==> src/sv/plc_pkg.sv <==
// shared types, codes and constants for the positional list engine
`default_nettype none

package plc_pkg;

  localparam int DATA_W = 32;
  localparam int POS_W = 9;
  localparam int CNT_W = 9;
  localparam int ACT_W = 4;
  localparam int STAT_W = 3;
  localparam int DEFAULT_CAPACITY = 256;

  // command codes
  localparam logic [ACT_W-1:0] ACT_GET        = 4'd0;
  localparam logic [ACT_W-1:0] ACT_INSERT     = 4'd1;
  localparam logic [ACT_W-1:0] ACT_DELETE     = 4'd2;
  localparam logic [ACT_W-1:0] ACT_LOCATE     = 4'd3;
  localparam logic [ACT_W-1:0] ACT_PUSH_FRONT = 4'd4;
  localparam logic [ACT_W-1:0] ACT_PUSH_BACK  = 4'd5;
  localparam logic [ACT_W-1:0] ACT_POP_FRONT  = 4'd6;
  localparam logic [ACT_W-1:0] ACT_POP_BACK   = 4'd7;
  localparam logic [ACT_W-1:0] ACT_CLEAR      = 4'd8;

  // status codes
  localparam logic [STAT_W-1:0] ST_OK       = 3'd0;
  localparam logic [STAT_W-1:0] ST_BADPOS   = 3'd1;
  localparam logic [STAT_W-1:0] ST_FULL     = 3'd2;
  localparam logic [STAT_W-1:0] ST_EMPTY    = 3'd3;
  localparam logic [STAT_W-1:0] ST_NOTFOUND = 3'd4;

  // input beat
  typedef struct packed {
    logic [ACT_W-1:0]         action;
    logic [POS_W-1:0]         position;
    logic signed [DATA_W-1:0] value;
  } plc_cmd_t;

  // result beat
  typedef struct packed {
    logic [STAT_W-1:0]        status;
    logic signed [DATA_W-1:0] read_value;
    logic [POS_W-1:0]         found_position;
    logic [CNT_W-1:0]         count;
  } plc_res_t;

  // what every cell does with its word this cycle
  typedef enum logic [1:0] {
    OP_HOLD,
    OP_INSERT,
    OP_DELETE
  } plc_cell_op_t;

  // broadcast to the cell row
  typedef struct packed {
    plc_cell_op_t             op;
    logic                     locate;
    logic signed [DATA_W-1:0] value;
  } plc_cell_cmd_t;

  typedef enum logic {
    S_IDLE,
    S_SCAN
  } plc_state_t;

endpackage

`default_nettype wire

==> src/sv/plc_cell.sv <==
// one list cell: holds a word, shifts with its neighbors, passes the search result down the row
`default_nettype none

module plc_cell #(
  parameter int CAPACITY = plc_pkg::DEFAULT_CAPACITY,
  parameter int INDEX = 0
) (
  input  wire logic                                   clk,
  input  wire plc_pkg::plc_cell_cmd_t                 cmd,
  input  wire logic [$clog2(CAPACITY)-1:0]            slot,
  input  wire logic [$clog2(CAPACITY+1)-1:0]          len,
  input  wire logic signed [plc_pkg::DATA_W-1:0]      prev_word,
  input  wire logic signed [plc_pkg::DATA_W-1:0]      next_word,
  input  wire logic                                   hit_found_in,
  input  wire logic signed [plc_pkg::DATA_W-1:0]      hit_word_in,
  input  wire logic [$clog2(CAPACITY+1)-1:0]          hit_pos_in,
  output logic signed [plc_pkg::DATA_W-1:0]           word,
  output logic                                        hit_found,
  output logic signed [plc_pkg::DATA_W-1:0]           hit_word,
  output logic [$clog2(CAPACITY+1)-1:0]               hit_pos
);
  import plc_pkg::*;

  localparam int IDXW = $clog2(CAPACITY);
  localparam int LENW = $clog2(CAPACITY+1);
  localparam logic [IDXW-1:0] MY_IDX = IDXW'(INDEX);
  localparam logic [LENW-1:0] MY_LEN_IDX = LENW'(INDEX);
  localparam logic [LENW-1:0] MY_POS = LENW'(INDEX + 1);

  logic signed [DATA_W-1:0] word_next;
  logic                     is_at;
  logic                     is_after;
  logic                     hit;

  assign is_at = (slot == MY_IDX);
  assign is_after = (MY_IDX > slot);

  // shift select
  always_comb begin
    word_next = word;
    case (cmd.op)
      OP_INSERT: begin
        if (is_at) begin
          word_next = cmd.value;
        end else if (is_after) begin
          word_next = prev_word;
        end
      end
      OP_DELETE: begin
        if (is_at || is_after) begin
          word_next = next_word;
        end
      end
      default: begin
        word_next = word;
      end
    endcase
  end

  // local match for get or locate
  assign hit = cmd.locate ? ((MY_LEN_IDX < len) && (word == cmd.value)) : is_at;

  always_ff @(posedge clk) begin
    word <= word_next;
  end

  // first-match ripple: an upstream hit wins over ours
  always_ff @(posedge clk) begin
    if (hit_found_in) begin
      hit_found <= 1'b1;
      hit_word <= hit_word_in;
      hit_pos <= hit_pos_in;
    end else begin
      hit_found <= hit;
      hit_word <= word;
      hit_pos <= MY_POS;
    end
  end

endmodule

`default_nettype wire

==> config.mk <==
export PLATFORM = sky130hd
export DESIGN_NAME = plc_cell
export DESIGN_NICKNAME = d
export VERILOG_FILES = /design/src/sv/plc_pkg.sv /design/src/sv/plc_cell.sv
export SDC_FILE = /design/constraint.sdc
export NUM_CORES = 1
export LEC_CHECK = 0
export BUFFER_PORTS_ARGS = -buffer_cell sky130_fd_sc_hd__buf_2
export CORE_ASPECT_RATIO = 0.8
export CORE_MARGIN = 4
export CORE_UTILIZATION = 28
export CTS_CLUSTER_SIZE = 10
export DETAILED_ROUTE_END_ITERATION = 8
export HOLD_SLACK_MARGIN = 0.06
export MAX_ROUTING_LAYER = met4
export SLEW_MARGIN = 20
export SYNTH_ARGS = -nofsm -noshare
export SYNTH_HDL_FRONTEND = slang
export SYNTH_SLANG_ARGS = --single-unit
==> constraint.sdc <==
create_clock -name clk -period 3.8 [get_ports clk]
set_input_delay 0.57 -clock clk [delete_from_list [all_inputs] [get_ports clk]]
set_output_delay 0.57 -clock clk [all_outputs]
set_load 0.02 [all_outputs]
* Word level (Yosys, flattened, before mapping)
Cells that the tools add are included.
** Word-level totals
- Output and inout bits :: 74
- Input bits :: 159
- Word-level logic and storage cells :: 22
- Register bits :: 74
** Cells by class
- Reductions and logical operators :: 5
- $lt $le $gt $ge :: 2
- Equal/unequal tests :: 5
- Multiplexer cells :: 6
** Operator list (count)
- $mux W32 :: 4
- $pmux W32 S2 :: 1
- $eq A32 B32 Y1 :: 1
- $lt A1 B9 Y1 const A :: 1
- $gt A1 B8 Y1 const A :: 1
- $logic_not A8 Y1 :: 1
- $ne A3 B3 Y1 const B :: 1
- $reduce_and A3 Y1 :: 1
- $eq A2 B1 Y1 const B :: 1
- $eq A2 B2 Y1 const B :: 1
- $ne A2 B2 Y1 const B :: 1
- $reduce_bool A2 Y1 :: 1
- $logic_and A1 B1 Y1 :: 1
- $logic_or A1 B1 Y1 :: 1
- $mux W1 :: 1

* Longest topological paths before layout
- Depth in word-level cells :: 4
- Depth in mapped cells :: 6
- Depth with buffers taken out :: 5

* Worst setup path before layout
No wires, ideal clock.
- Path type :: input to register
- From :: input port slot[3]
- To :: register word[0] in the netlist's numbering (enable)
- Library setup time :: 421 ps
- Data required time :: 3379 ps
- Arrival time :: 2586 ps
- Stages :: 4
- Path slack :: 793 ps
- Path through :: nor4_2 > nand2_2 > buf_6 > nor2_1
** Between the ends
- Longest elaborated chain between the ends :: 4
** RTL lines
- from (decl) :: RTL line plc_cell.sv:10 : input wire logic [$clog2(CAPACITY)-1:0] slot,
- $gt A1 B8 Y1 or $logic_not A8 Y1 (tied branches) :: RTL line plc_cell.sv:36, plc_cell.sv:35
- $logic_or A1 B1 Y1 :: RTL line plc_cell.sv:50 : if (is_at || is_after) begin
- $ne A2 B2 Y1 (no source line)
- $reduce_and A3 Y1 (no source line) *
- to (signal assigned) :: RTL line plc_cell.sv:64 : word <= word_next;
- to (decl) :: RTL line plc_cell.sv:17 : output logic signed [plc_pkg::DATA_W-1:0] word,
Every way passes the cells marked *; elsewhere a longest branch is shown, timed or not.
A chain may end at the register's enable or synchronous reset.

* Worst setup path in the final report
- From :: input port slot[3]
- To :: register word[13] in the netlist's numbering (enable)
Same word-level chain as after synthesis.

==> reports/results.ini <==
[detailed_routing]
first_pass_iters=4
vias=2950
wl_per_cell_um=16.3
drcViolationCount=0
wl_um=10800
drt_iter0_drc=106
route.antenna.remaining_nets=0
viasPerCell=4.44

[logic_synthesis]
yosysUniqueCellTypes=22
synth_common_cells=dfxtp_1 (42), edfxtp_1 (32), mux2_2 (32), mux2i_1 (32), nand2_1 (32)
syn-mean-instance-area_sq_um=11.8
synthTopCellsByArea=edfxtp_1 (29%), dfxtp_1 (25%), mux2_2 (11%)
synth-async-reset-ratio=0
synth_top_area_frac=0.288
syn_area_sq_um=3330
synth.largest_area_cell=edfxtp_1
synth_compound_area_frac=0.0495
syn_nets=441
synth_cells=282
synth_edf_count=32
synth.most_common_cell=dfxtp_1
synthXorXnorAreaFrac=0.0867
yosysWarningCount=0
synth_mux_area_frac=0.204
yosys.area_share.adder=0
synth_top_family_by_area=multiplexers
synth-seq-cells=74
synth_ff_type=dfxtp_1
yosys.area_share.simple=0.0938
yosysSeqAreaShare=0.541

[timing]
period_minus_slack_ns=2.27
hold_viol_final=0
max_slew_margin=0.354
rsz0062_at_grt=no
max_freq_mhz=440
tightest_slew_ns=0.967
setup_viol=0
fin_worst_skew_ns=0.00850
fin_tns_setup_ns=0
min_period_over_period=0.599
drv_slew=0

[clock_tree]
htreeDepth=3
cts_tree=built
cts-root-buf=clkbuf_16
cts_buffer_depth=2
worstSkewPairLatency_ns=0.33
cts_num_sinks=74
ctsHoldBuffers=0
clkTransAtPathRegs_ns=0.06
cts_setup_buffers=0
cts-buffers-inserted=9
cts_resized=0

[placement]
io_buffer_count=232
placed_cell_area_sq_um=4630
hpwl_um=8630
gp_congestion=0.799

[global_route]
grt_pass1_vias=3064
antenna_found_initial=0
grt_max_degree=43
grt_usage=0.157
grt_pass1_wl_um=15900
grt_overflow=0

[die]
die_w_um=130
ios=233
initial_core_util=0.288
die_y_um=106
design.core.area_sq_um=11600
die_area_sq_um=13700
rows=35

[final_layout]
antennaDiodeCount=0
layout.nets=671
n_fill_cell=1173
syn2layout_area_growth_pct=47.4
drive_gt1_frac=0.553
finalCoreUtilization=0.425
final_area_sq_um=4910

[setup_path]
path_class=primary input to flip-flop
worstSetupEndpointType=flip-flop
critPathRequiredTime_ns=3.74
startpoint_type=primary input
cp_max_fo=34
arrival_ns=2.22

[power]
power_leakage_nw=2.38
fin_total_pwr_mw=1.93
power_density_nw_per_um2=393
ir_drop_mv=0.179

[run]
max-cap-violations=0

[min_path]
hp-class=primary input to flip-flop

[run_status]
status=finished clean

power by group:
| group | internal, mW | switching (mW) | leakage, nW |
|---|---|---|---|
| Sequential | 0.857 | 0.00565 | 0.634 |
| Combinational | 0.125 | 0.124 | 1.60 |
| Clock | 0.484 | 0.335 | 0.145 |
placed cells by master, fill, tap and decap left out, drive strengths merged:
cell / instances
nor4: 7
nand3: 1
nor2b: 1
nor3: 2
xor2: 15
nand2: 33
mux2: 32
dfxtp: 42
and2: 8
buf: 234
nand2b: 1
mux2i: 32
nor2: 4
xnor2: 18
o21ai: 33
nand4: 6
clkbuf: 11
inv: 2
edfxtp: 32
clkinv: 3
state kept, by name, summed over array words and instances, names as in the netlist:
signal,count
hit_found,1
hit_pos,9
word,32
hit_word,32
metal layers:
layer	vias to the layer above	global-route usage	wire [um]
met2	140	0.249	5070
li1	1465	-	-
met5	-	-	0
met3	10	0.0400	899
met1	1335	0.199	4750
met4	0	0.0408	131
critical path, stage by stage:
cell and delay (ns):
buf_2 0.10, nor4_2 0.30, nand2_2 0.07, buf_4 0.32
nor2_4 0.81
final timing paths:
kind                      startpoint                     to  slack (ns)  cells past startpoint
setup / recovery             slot[3]     word[13]$_DFFE_PP_        1.53                      5
hold / removal         hit_pos_in[0]  hit_pos[0]$_SDFF_PN1_        0.42                      2
setup reg to reg  word[22]$_DFFE_PP_   hit_found$_SDFF_PP1_        2.00                      5
hold reg to reg   word[27]$_DFFE_PP_   hit_word[27]$_DFF_P_        0.55                      1
stage by stage:
step | worst slack (ns) | instances | hold WS [ns]
6_report | 1.53 | 665 | 0.423
4_1_cts | 1.48 | 665 | 0.413
3_5_place_dp | 1.12 | 649 | 0.550
2_1_floorplan | 0.793 | 282 | 0.671
3_3_place_gp | 1.17 | 649 | 0.542
5_1_grt | 1.35 | 665 | 0.440
cell families after synthesis:
| kind of cell | count (synthesis) |
|---|---|
| XOR/XNOR | 33 |
| AO/OA/AOI/OAI | 33 |
| multiplexers | 64 |
| flip-flops | 74 |
| AND/OR/NAND/NOR | 63 |
| buffers and inverters | 15 |
cell type report:
cell class                      instances  area [sq um]  share of cell area
Clock buffer                           11           254              0.0517
Sequential cell                        74          1800               0.367
Timing Repair Buffer                  234          1180               0.239
Clock inverter                          5          33.8             0.00688
Tap cell                              148           185              0.0377
Multi-Input combinational cell        193          1460               0.298
No activity file was read; power rests on OpenSTA's default activity.
